### src/design/ilff_pkg.sv
// ----------------------------------------------------------------------------
// ilff_pkg
// Shared types and constants of the first-fit boundary-tag heap allocator.
// ----------------------------------------------------------------------------
package ilff_pkg;

	// byte offsets are signed so that a walk below zero reads as outside the heap
	localparam int ADDR_W = 40;
	localparam int WORD_W = 32;
	localparam int REQ_W  = 18;
	localparam int CFG_W  = 17;
	localparam int NEED_W = 19;
	localparam int GSZ_W  = 20;

	typedef logic signed [ADDR_W-1:0] addr_t;

	localparam addr_t WSIZE = addr_t'(4);
	localparam addr_t DSIZE = addr_t'(8);

	// result status codes
	localparam logic [1:0] ST_OK   = 2'd0;
	localparam logic [1:0] ST_ZERO = 2'd1;
	localparam logic [1:0] ST_OOM  = 2'd2;

	// post-init heap image
	localparam int            INIT_PRO_A  = 1;
	localparam int            INIT_PRO_B  = 2;
	localparam int            INIT_HDR    = 3;
	localparam int            INIT_FTR    = 1026;
	localparam int            INIT_EPI    = 1027;
	localparam logic [31:0]   INIT_PRO_V  = 32'd9;
	localparam logic [31:0]   INIT_FREE_V = 32'd4096;
	localparam logic [31:0]   INIT_EPI_V  = 32'd1;
	localparam logic [31:0]   INIT_BRK    = 32'd4112;
	localparam logic [CFG_W-1:0] CHUNK_RST = 17'd4096;

	// datapath commands
	typedef enum logic [4:0] {
		CMD_NOP,
		CMD_CLR,
		CMD_LOAD,
		CMD_F_RH,
		CMD_F_WH,
		CMD_F_WF,
		CMD_M_R8,
		CMD_M_RB,
		CMD_M_RBF,
		CMD_M_RP,
		CMD_M_RN,
		CMD_M_CASE,
		CMD_M_PU_WH,
		CMD_M_PU_WF,
		CMD_M_NU_WF,
		CMD_M_NU_WH,
		CMD_M_NN_R,
		CMD_M_NN_WH,
		CMD_M_NN_WF,
		CMD_A_RH,
		CMD_A_STEP,
		CMD_G_OOM,
		CMD_G_HDR,
		CMD_G_WF,
		CMD_G_WE,
		CMD_P_RH,
		CMD_P_CHK,
		CMD_P_WF,
		CMD_P_WH2,
		CMD_P_WF2,
		CMD_EMIT
	} cmd_t;

	// datapath status towards the controller
	typedef struct packed {
		logic clr_last;
		logic in_free;
		logic in_zero;
		logic chk_zero;
		logic chk_fit;
		logic pu;
		logic nu;
		logic oom;
		logic split;
		logic mode_free;
		logic out_full;
	} dp_status_t;

endpackage

### src/design/ilff_ctrl.sv
// ----------------------------------------------------------------------------
// ilff_ctrl
// Sequencer of the allocator: clearing pass, free, merge, first-fit walk,
// heap growth and block placement.
// ----------------------------------------------------------------------------
module ilff_ctrl (
	input  logic                clk,
	input  logic                arst_n,
	input  logic                in_valid,
	output logic                in_stall,
	input  ilff_pkg::dp_status_t st,
	output ilff_pkg::cmd_t      cmd
);

	typedef enum logic [28:0] {
		S_CLR      = 29'b1 << 0,
		S_IDLE     = 29'b1 << 1,
		S_F_RH     = 29'b1 << 2,
		S_F_WH     = 29'b1 << 3,
		S_F_WF     = 29'b1 << 4,
		S_M_R8     = 29'b1 << 5,
		S_M_RB     = 29'b1 << 6,
		S_M_RBF    = 29'b1 << 7,
		S_M_RP     = 29'b1 << 8,
		S_M_RN     = 29'b1 << 9,
		S_M_CASE   = 29'b1 << 10,
		S_M_PU_WH  = 29'b1 << 11,
		S_M_PU_WF  = 29'b1 << 12,
		S_M_NU_WF  = 29'b1 << 13,
		S_M_NU_WH  = 29'b1 << 14,
		S_M_NN_R   = 29'b1 << 15,
		S_M_NN_WH  = 29'b1 << 16,
		S_M_NN_WF  = 29'b1 << 17,
		S_A_RH     = 29'b1 << 18,
		S_A_CHK    = 29'b1 << 19,
		S_G_CHK    = 29'b1 << 20,
		S_G_WF     = 29'b1 << 21,
		S_G_WE     = 29'b1 << 22,
		S_P_RH     = 29'b1 << 23,
		S_P_CHK    = 29'b1 << 24,
		S_P_WF     = 29'b1 << 25,
		S_P_WH2    = 29'b1 << 26,
		S_P_WF2    = 29'b1 << 27,
		S_DONE     = 29'b1 << 28
	} state_t;

	state_t state_q, state_d;
	state_t merge_end;

	assign in_stall  = (state_q != S_IDLE);
	assign merge_end = st.mode_free ? S_DONE : S_P_RH;

	// next state and command
	always_comb begin
		state_d = state_q;
		cmd     = ilff_pkg::CMD_NOP;
		case (state_q)
			S_CLR: begin
				cmd = ilff_pkg::CMD_CLR;
				if (st.clr_last) state_d = S_IDLE;
			end
			S_IDLE: begin
				if (in_valid) begin
					cmd = ilff_pkg::CMD_LOAD;
					if (st.in_free)      state_d = S_F_RH;
					else if (st.in_zero) state_d = S_DONE;
					else                 state_d = S_A_RH;
				end
			end
			S_F_RH: begin
				cmd = ilff_pkg::CMD_F_RH;
				state_d = S_F_WH;
			end
			S_F_WH: begin
				cmd = ilff_pkg::CMD_F_WH;
				state_d = S_F_WF;
			end
			S_F_WF: begin
				cmd = ilff_pkg::CMD_F_WF;
				state_d = S_M_R8;
			end
			S_M_R8: begin
				cmd = ilff_pkg::CMD_M_R8;
				state_d = S_M_RB;
			end
			S_M_RB: begin
				cmd = ilff_pkg::CMD_M_RB;
				state_d = S_M_RBF;
			end
			S_M_RBF: begin
				cmd = ilff_pkg::CMD_M_RBF;
				state_d = S_M_RP;
			end
			S_M_RP: begin
				cmd = ilff_pkg::CMD_M_RP;
				state_d = S_M_RN;
			end
			S_M_RN: begin
				cmd = ilff_pkg::CMD_M_RN;
				state_d = S_M_CASE;
			end
			S_M_CASE: begin
				cmd = ilff_pkg::CMD_M_CASE;
				if (st.pu && st.nu) state_d = merge_end;
				else if (st.pu)     state_d = S_M_PU_WH;
				else if (st.nu)     state_d = S_M_NU_WF;
				else                state_d = S_M_NN_R;
			end
			S_M_PU_WH: begin
				cmd = ilff_pkg::CMD_M_PU_WH;
				state_d = S_M_PU_WF;
			end
			S_M_PU_WF: begin
				cmd = ilff_pkg::CMD_M_PU_WF;
				state_d = merge_end;
			end
			S_M_NU_WF: begin
				cmd = ilff_pkg::CMD_M_NU_WF;
				state_d = S_M_NU_WH;
			end
			S_M_NU_WH: begin
				cmd = ilff_pkg::CMD_M_NU_WH;
				state_d = merge_end;
			end
			S_M_NN_R: begin
				cmd = ilff_pkg::CMD_M_NN_R;
				state_d = S_M_NN_WH;
			end
			S_M_NN_WH: begin
				cmd = ilff_pkg::CMD_M_NN_WH;
				state_d = S_M_NN_WF;
			end
			S_M_NN_WF: begin
				cmd = ilff_pkg::CMD_M_NN_WF;
				state_d = merge_end;
			end
			S_A_RH: begin
				cmd = ilff_pkg::CMD_A_RH;
				state_d = S_A_CHK;
			end
			S_A_CHK: begin
				if (st.chk_zero)     state_d = S_G_CHK;
				else if (st.chk_fit) state_d = S_P_RH;
				else begin
					cmd = ilff_pkg::CMD_A_STEP;
					state_d = S_A_RH;
				end
			end
			S_G_CHK: begin
				if (st.oom) begin
					cmd = ilff_pkg::CMD_G_OOM;
					state_d = S_DONE;
				end else begin
					cmd = ilff_pkg::CMD_G_HDR;
					state_d = S_G_WF;
				end
			end
			S_G_WF: begin
				cmd = ilff_pkg::CMD_G_WF;
				state_d = S_G_WE;
			end
			S_G_WE: begin
				cmd = ilff_pkg::CMD_G_WE;
				state_d = S_M_R8;
			end
			S_P_RH: begin
				cmd = ilff_pkg::CMD_P_RH;
				state_d = S_P_CHK;
			end
			S_P_CHK: begin
				cmd = ilff_pkg::CMD_P_CHK;
				state_d = S_P_WF;
			end
			S_P_WF: begin
				cmd = ilff_pkg::CMD_P_WF;
				state_d = st.split ? S_P_WH2 : S_DONE;
			end
			S_P_WH2: begin
				cmd = ilff_pkg::CMD_P_WH2;
				state_d = S_P_WF2;
			end
			S_P_WF2: begin
				cmd = ilff_pkg::CMD_P_WF2;
				state_d = S_DONE;
			end
			S_DONE: begin
				if (!st.out_full) begin
					cmd = ilff_pkg::CMD_EMIT;
					state_d = S_IDLE;
				end
			end
			default: state_d = S_CLR;
		endcase
	end

	// state register
	always_ff @(posedge clk or negedge arst_n) begin
		if (!arst_n) state_q <= S_CLR;
		else         state_q <= state_d;
	end

endmodule

### config.mk
export PLATFORM = sky130hd
export DESIGN_NAME = ilff_ctrl
export DESIGN_NICKNAME = d
export VERILOG_FILES = /design/src/design/ilff_pkg.sv /design/src/design/ilff_ctrl.sv
export SDC_FILE = /design/constraint.sdc
export NUM_CORES = 1
export LEC_CHECK = 0
export ABC_AREA = 0
export BUFFER_PORTS_ARGS = -buffer_cell sky130_fd_sc_hd__buf_2
export CORE_AREA = 2 2 77 79
export CTS_CLUSTER_DIAMETER = 50
export DETAILED_ROUTE_END_ITERATION = 6
export DIE_AREA = 0 0 79 81
export HOLD_SLACK_MARGIN = 0.12
export PLACE_DENSITY = 0.58
export SETUP_SLACK_MARGIN = 0.15
export SLEW_MARGIN = 10
export SYNTH_ARGS = -nofsm -noshare
export SYNTH_HDL_FRONTEND = slang
export SYNTH_SLANG_ARGS = --single-unit
### constraint.sdc
create_clock -name clk -period 7.28 [get_ports clk]
set_input_delay 1.456 -clock clk [delete_from_list [all_inputs] [get_ports clk]]
set_output_delay 1.456 -clock clk [all_outputs]
set_load 0.02 [all_outputs]
== Word-level counts from Yosys, hierarchy flattened ==
Cells that the tools add are included.

* Bits in registers: 29
* Logic and storage cells: 58
* Input bits: 14
* Output and inout bits: 6

* Muxes and demuxes: 20
* Equality and inequality tests: 33
* Reductions and logical operators: 4

{| class="wikitable"
|+ Operator list
! cell !! number
|-
| $pmux W29 S26 || 1
|-
| $mux W29 || 9
|-
| $pmux W5 S29 || 1
|-
| $mux W24 || 2
|-
| $mux W16 || 2
|-
| $eq A29 B1 Y1 const B || 1
|-
| $eq A29 B10 Y1 const B || 1
|-
| $eq A29 B11 Y1 const B || 1
|-
| $eq A29 B12 Y1 const B || 1
|-
| $eq A29 B13 Y1 const B || 1
|-
| $eq A29 B14 Y1 const B || 1
|-
| $eq A29 B15 Y1 const B || 1
|-
| $eq A29 B16 Y1 const B || 1
|-
| $eq A29 B17 Y1 const B || 1
|-
| $eq A29 B18 Y1 const B || 1
|-
| $eq A29 B19 Y1 const B || 1
|-
| $eq A29 B2 Y1 const B || 1
|-
| $eq A29 B20 Y1 const B || 1
|-
| $eq A29 B21 Y1 const B || 1
|-
| $eq A29 B22 Y1 const B || 1
|-
| $eq A29 B23 Y1 const B || 1
|-
| $eq A29 B24 Y1 const B || 1
|-
| $eq A29 B25 Y1 const B || 1
|-
| $eq A29 B26 Y1 const B || 1
|-
| other kinds (18) || 23
|}

== Depth between registers and ports, before layout ==
Gate-level depths: netlist (run 1).

* Word-level depth: 4
* Depth in mapped cells: 8
* Gate-level depth less buffers: 7

== Worst setup path before layout (run 1) ==
Ideal clock, no wire load.

* Path type: reg2out
* Start: reg state_q[27]
* End: out cmd[2]
* Buffers on the path: 2
* Cell stages (with the launch flop): 9
* Setup slack: 3514 ps
* Data required time: 5824 ps
* Data arrival time: 2310 ps
* Cells stage by stage: dfrtp_1 > buf_6 > or4_4 > or3_1 > buf_6 > or3_4 > nor3_4 > nor3_1 > nand3_1

* Word-level cells in the longest chain between the ends: 2
* Elaborated cells on any way between the ends: 30
* Those cells by class: eq/ne: 29; mux: 1

{| class="wikitable"
|+ RTL lines
! item !! RTL line !! text
|-
| from (decl) || ilff_ctrl.sv:47 || <nowiki>state_t state_q, state_d;</nowiki>
|-
| from (signal assigned) || ilff_ctrl.sv:199 || <nowiki>else state_q <= state_d;</nowiki>
|-
| $eq A29 B29 Y1, or another cell as far along || ilff_ctrl.sv:57 || <nowiki>case (state_q)</nowiki>
|-
| $pmux W5 S29 (*) || ilff_ctrl.sv:57 ||
|-
| to (decl) || ilff_ctrl.sv:12 || <nowiki>output ilff_pkg::cmd_t cmd</nowiki>
|}

Mark *: on every way between the ends. The rest lies on a longest branch, timed or not.

== Worst setup path in the final report (run 1) ==
* Start: reg state_q[17]
* End: out cmd[0]

The elaborated chain is that of the path after synthesis.

==> impl_metrics.env, run 1 <==
export IMPL_status="complete, no violations"
export IMPL_slowest_delay_ps=650
export IMPL_syn_avg_cell_area_um2=9.42
export IMPL_worstSkewPairLatency_ps=290
export IMPL_cp_slowest_cell="nor4_4"
export IMPL_critPathTopFamily="simple AND/OR/NAND/NOR gates"
export IMPL_numCtsBuffers=5
export IMPL_ys_ff_latch=29
export IMPL_multiInputGateArea_um2=1230
export IMPL_drc=0
export IMPL_die_area_um2=6400
export IMPL_dr_total_vias=1876
export IMPL_r2r_end="state_q[28]"
export IMPL_syn2layout_area_growth_pct=11.8
export IMPL_max_slew_margin_rel=0.519
export IMPL_synthFlopType="dfrtp_1"
export IMPL_drt_wl_total_mm=5.84
export IMPL_coreArea_um2=5680
export IMPL_row_count=28
export IMPL_routabilityCongestion=0.920
export IMPL_max_cap_viol_count=0
export IMPL_placed_area_um2=2170
export IMPL_cp_end_kind="primary output"
export IMPL_wl_per_cell_um=18.8
export IMPL_tightest_slew_ps=704
export IMPL_vdd_ir_drop_max_uv=116
export IMPL_worst_ep_required_time_ps=5820
export IMPL_num_antenna_cells=0
export IMPL_tns_ps=0
export IMPL_seqCellArea_um2=727
export IMPL_slew_viol_final=0
export IMPL_setup_viol=0
export IMPL_worstSetupStartpointType="register"
export IMPL_ys_async_sr_fraction=1.00
export IMPL_holdCritPathClass="reg2reg"
export IMPL_grt_pass1_wl_mm=9.54
export IMPL_cellPowerDensity_nw_per_um2=226
export IMPL_p_leak_nw=0.975
export IMPL_ios=20
export IMPL_ys_seq_area_frac=0.357
export IMPL_ctsResizeCount=0
export IMPL_hold_violations=0
export IMPL_clk_pin_slew_ps=70
export IMPL_max_freq_mhz=221
export IMPL_yosysUniqueCellTypes=51
export IMPL_finClkSkew_ps=8.65
export IMPL_cts_max_level=2
export IMPL_critPathArrivalTime_ps=3060
export IMPL_die_w_um=79
export IMPL_post_cts_setup_buffers=0
export IMPL_antenna_found_initial=0
export IMPL_grt_max_degree=30
export IMPL_start_util=0.358
export IMPL_final_layout_size_suffix_gt1_frac=0.216
export IMPL_drtIter0Drc=155
export IMPL_largest_register="state_q"
export IMPL_fin_area_um2=2270
export IMPL_clockRootBuffer="clkbuf_8"
export IMPL_nNetsFinal=249
export IMPL_post_drt_via_cell_ratio=6.03
export IMPL_cts_buffer_depth=2
export IMPL_rrSetupSlack_ps=4530
export IMPL_crit_type="reg2out"
export IMPL_critPathMaxFanout=10
export IMPL_holdPathEnd="state_q[7]"
export IMPL_cts_hold_buffers=0
export IMPL_fin_crit_ps=4520
export IMPL_synthCells=216
export IMPL_grt_use_total=0.201
export IMPL_clkSinkCount=29
export IMPL_nFillCells=597
export IMPL_grt_overflow=0
export IMPL_crit_chain="nor4_4 > nand4_4 > or3_1 > nor3_1 > a31oi_1 > nand4_1 > buf_2"
export IMPL_cts_tree="yes"
export IMPL_hold_depth=1
export IMPL_hpwl_mm=4.59
export IMPL_grt_pass1_vias=1726
export IMPL_syn_num_nets=230
export IMPL_period_share=0.621
export IMPL_synth_edff_count=0
export IMPL_synth_area_um2=2030
export IMPL_largest_register_ffs=29
export IMPL_reg2reg_from="state_q[17]"
export IMPL_worstRegToRegCells=6
export IMPL_die_height_um=81
export IMPL_critPathBufInv=1
export IMPL_firstDrtPassIters=4
export IMPL_ant_nets=0
export IMPL_io_buffers=19
export IMPL_min_delay_start="state_q[7]"
export IMPL_top_regs="state_q x29"
export IMPL_yosys_warnings=0
export IMPL_rsz0062_at_grt="false"
## cell usage after synthesis (2+ instances only)
| library cell | number | area share |
|---|---|---|
| or4b_2 | 3 | 0.015 |
| dfrtp_1 | 28 | 0.34 |
| o211ai_1 | 2 | 0.0074 |
| o41ai_1 | 2 | 0.0086 |
| nand2b_1 | 8 | 0.025 |
| inv_1 | 7 | 0.013 |
| clkbuf_1 | 2 | 0.0037 |
| buf_4 | 2 | 0.0074 |
| nand3_1 | 6 | 0.015 |
| nor4b_1 | 7 | 0.030 |
| nand3b_1 | 4 | 0.015 |
| nor4_2 | 3 | 0.018 |
| and2_1 | 2 | 0.0061 |
| or4_1 | 6 | 0.022 |
| xnor2_1 | 4 | 0.017 |
| nor3b_1 | 6 | 0.022 |
| nor3_4 | 2 | 0.016 |
| nor4_1 | 14 | 0.043 |
| nand2_1 | 9 | 0.017 |
| nor3_1 | 13 | 0.032 |
| nor2_1 | 23 | 0.042 |
| o21ai_0 | 6 | 0.015 |
| or3_1 | 5 | 0.015 |
| or4_4 | 5 | 0.028 |
| nand4_1 | 10 | 0.031 |
| nor4_4 | 3 | 0.031 |
| xor2_1 | 3 | 0.013 |
| a211oi_1 | 2 | 0.0074 |
| buf_6 | 2 | 0.011 |
| o22ai_1 | 2 | 0.0061 |
| a311oi_1 | 2 | 0.0086 |
| a2111oi_0 | 3 | 0.013 |
| a41oi_1 | 2 | 0.0086 |
## area by class of cell
type | instances | share of cell area
Multi-Input combinational cell | 173 | 0.541
Sequential cell | 29 | 0.320
Clock buffer | 7 | 0.0424
Timing Repair Buffer | 19 | 0.0418
Tap cell | 75 | 0.0413
Inverter | 7 | 0.0116
Clock inverter | 1 | 0.00220
## cells in the final DEF, fill, tap and decap left out, types with 3 or more instances in the layout
cell type,instances
a2111oi_0,3
buf_2,19
clkbuf_8,7
dfrtp_1,28
inv_1,7
nand2_1,9
nand2b_1,8
nand3_1,6
nand3b_1,4
nand4_1,10
nor2_1,23
nor3_1,13
nor3b_1,6
nor4_1,14
nor4_2,3
nor4_4,3
nor4b_1,7
o21ai_0,6
or3_1,5
or4_1,6
or4_4,5
or4b_2,3
xnor2_1,4
xor2_1,3
## how the worst max path moves through the flow
stage	endpoint	depth (start not counted)	slack [ps]	from
floorplan	cmd[2]	8	3510	state_q[27]
global placement	cmd[0]	7	3090	state_q[17]
detailed placement	cmd[0]	7	3120	state_q[17]
CTS	cmd[0]	7	2790	state_q[17]
global route	cmd[0]	7	2570	state_q[17]
finish	cmd[0]	7	2760	state_q[17]
## logic make-up after synthesis
kind of cell | Yosys count | share of synthesized area
xor gates and xnor gates | 7 | 0.0301
buffers and inverters | 14 | 0.0375
and+or+nand+nor | 139 | 0.475
AOI/OAI and AO/OA | 27 | 0.0996
DFF | 29 | 0.357
## power breakdown
part,switching (mW),internal (mW)
registers,0.0138,0.170
clock network,0.0664,0.0854
logic,0.113,0.0664
total,0.193,0.322
## routing by layer
metal	vias to the layer above	GRT usage	share of wire
met5	-	0	0
met3	8	0.0489	0.075
met1	897	0.290	0.46
met4	0	0.0707	0.017
li1	892	-	-
met2	79	0.292	0.45
## through the flow
stage | total power [mW] | util | instances | worst slack (ps) | hold slack [ps]
5_1_grt | 0.546 | 0.401 | 311 | 2570 | 596
2_1_floorplan | 0.325 | - | 216 | 3510 | 473
6_report | 0.515 | 0.401 | 311 | 2760 | 560
4_1_cts | 0.516 | 0.401 | 311 | 2790 | 563
3_3_place_gp | 0.364 | 0.383 | 303 | 3090 | 546
3_5_place_dp | 0.364 | 0.383 | 303 | 3120 | 554
Power figures use the tool's default switching activity.
==> run 2, diff against run 1 <==
==> constraint.sdc (replaced) <==
create_clock -name clk -period 4.7 [get_ports clk]
set_input_delay 0.94 -clock clk [delete_from_list [all_inputs] [get_ports clk]]
set_output_delay 0.94 -clock clk [all_outputs]
set_load 0.02 [all_outputs]
==> run 2 against run 1 <==
  * Register-to-register slack lost 2600 ps
  * Routed wire length is 1.2% higher
  * First-iteration DRC count up 44%
  * Clock skew grew 1.5 ps
  * Largest power group unchanged
==> impl_metrics.env, run 2 (same netlist as run 1, synthesis figures left out) <==
export IMPL_finClkSkew_ps=10.2
export IMPL_status="complete, no violations"
export IMPL_critPathArrivalTime_ps=3120
export IMPL_row_count=28
export IMPL_hold_violations=0
export IMPL_fin_crit_ps=4060
export IMPL_critPathTopFamily="simple AND/OR/NAND/NOR gates"
export IMPL_dr_total_vias=1950
export IMPL_cts_tree="yes"
export IMPL_tns_ps=0
export IMPL_max_slew_margin_rel=0.507
export IMPL_placed_area_um2=2170
export IMPL_hpwl_mm=4.55
export IMPL_worstSkewPairLatency_ps=300
export IMPL_drt_wl_total_mm=5.91
export IMPL_holdCritPathClass="reg2reg"
export IMPL_worst_ep_required_time_ps=3760
export IMPL_post_drt_via_cell_ratio=6.27
export IMPL_die_w_um=79
export IMPL_ant_nets=0
export IMPL_grt_use_total=0.198
export IMPL_grt_overflow=0
export IMPL_final_common_cell="dfrtp_1"
export IMPL_rsz0062_at_grt="false"
export IMPL_routabilityCongestion=0.919
export IMPL_max_cap_viol_count=0
export IMPL_vdd_ir_drop_max_uv=180
export IMPL_io_buffers=19
export IMPL_die_area_um2=6400
export IMPL_largest_register="state_q"
export IMPL_fin_cells=311
export IMPL_dp_cells=303
export IMPL_clk_pin_slew_ps=60
export IMPL_setup_viol=0
export IMPL_coreArea_um2=5680
export IMPL_clkSinkCount=29
export IMPL_max_freq_mhz=246
export IMPL_cts_buffer_depth=2
export IMPL_worstSetupStartpointType="register"
export IMPL_p_leak_nw=0.975
export IMPL_grt_pass1_wl_mm=9.47
export IMPL_die_height_um=81
export IMPL_slowest_delay_ps=650
export IMPL_start_util=0.358
export IMPL_critPathMaxFanout=10
export IMPL_period_share=0.864
export IMPL_wl_per_cell_um=19.0
export IMPL_largest_register_ffs=29
export IMPL_place_ws_ps=1070
export IMPL_top_regs="state_q x29"
export IMPL_post_cts_setup_buffers=0
export IMPL_numCtsBuffers=5
export IMPL_cp_end_kind="primary output"
export IMPL_setup_slack_ps=639
export IMPL_syn2layout_area_growth_pct=11.8
export IMPL_final_layout_size_suffix_gt1_frac=0.216
export IMPL_drtIter0Drc=223
export IMPL_tightest_slew_ps=721
export IMPL_crit_chain="nor4_4 > nand4_4 > or3_1 > nor3_1 > a31oi_1 > nand4_1 > buf_2"
export IMPL_cellPowerDensity_nw_per_um2=353
export IMPL_cp_slowest_cell="nor4_4"
export IMPL_grt_pass1_vias=1796
export IMPL_num_antenna_cells=0
export IMPL_fin_area_um2=2270
export IMPL_slew_viol_final=0
export IMPL_firstDrtPassIters=5
export IMPL_ctsResizeCount=0
export IMPL_ios=20
export IMPL_cts_max_level=2
export IMPL_grt_max_degree=30
export IMPL_clockRootBuffer="clkbuf_8"
export IMPL_drc=0
export IMPL_critPathBufInv=1
export IMPL_cts_hold_buffers=0
export IMPL_crit_type="reg2out"
export IMPL_nNetsFinal=249
export IMPL_antenna_found_initial=0
export IMPL_layout_common_cells="dfrtp_1 (28), nor2_1 (23), buf_2 (19)"
export IMPL_finalPower_mw=0.802
run 2: cell counts in the layout (fill, tap and decap cells not counted):
No cell type changed its count.
run 2: path summary, 6_finish.rpt:
path | to | start | slack, ps | depth (start not counted)
max | cmd[0] | state_q[17] | 640 | 7
min | state_q[7] | state_q[7] | 560 | 1
max reg2reg | state_q[28] | state_q[17] | 1910 | 6
min reg2reg | state_q[7] | state_q[7] | 560 | 1
max in group asynchronous | state_q[1] | arst_n | 3570 | 1
min in group asynchronous | state_q[19] | arst_n | 680 | 1
run 2: cell type report:
class | instances | area, um2
multi-input combinational | 173 | 1230
inverter | 7 | 26.3
timing repair buffer | 19 | 95.1
clock inverter | 1 | 5.00
tap | 75 | 93.8
sequential | 29 | 727
fill | 612 | 3400
clock buffer | 7 | 96.3
run 2: through the flow:
step,utilization,hold slack (ps)
2_1_floorplan,-,473
3_5_place_dp,0.383,555
5_1_grt,0.401,594
6_report,0.401,563
4_1_cts,0.401,564
3_3_place_gp,0.383,547
run 2: power breakdown:
group | switching [mW] | internal, mW | leakage (nW)
Combinational | 0.177 | 0.103 | 0.520
Sequential | 0.0220 | 0.264 | 0.401
Clock | 0.104 | 0.132 | 0.0542
Total | 0.303 | 0.499 | 0.975
run 2: layer usage:
layer,global-route usage,share of wire
met1,0.277,0.44
met2,0.293,0.45
met3,0.0656,0.098
met4,0.0534,0.0093
met5,0,0
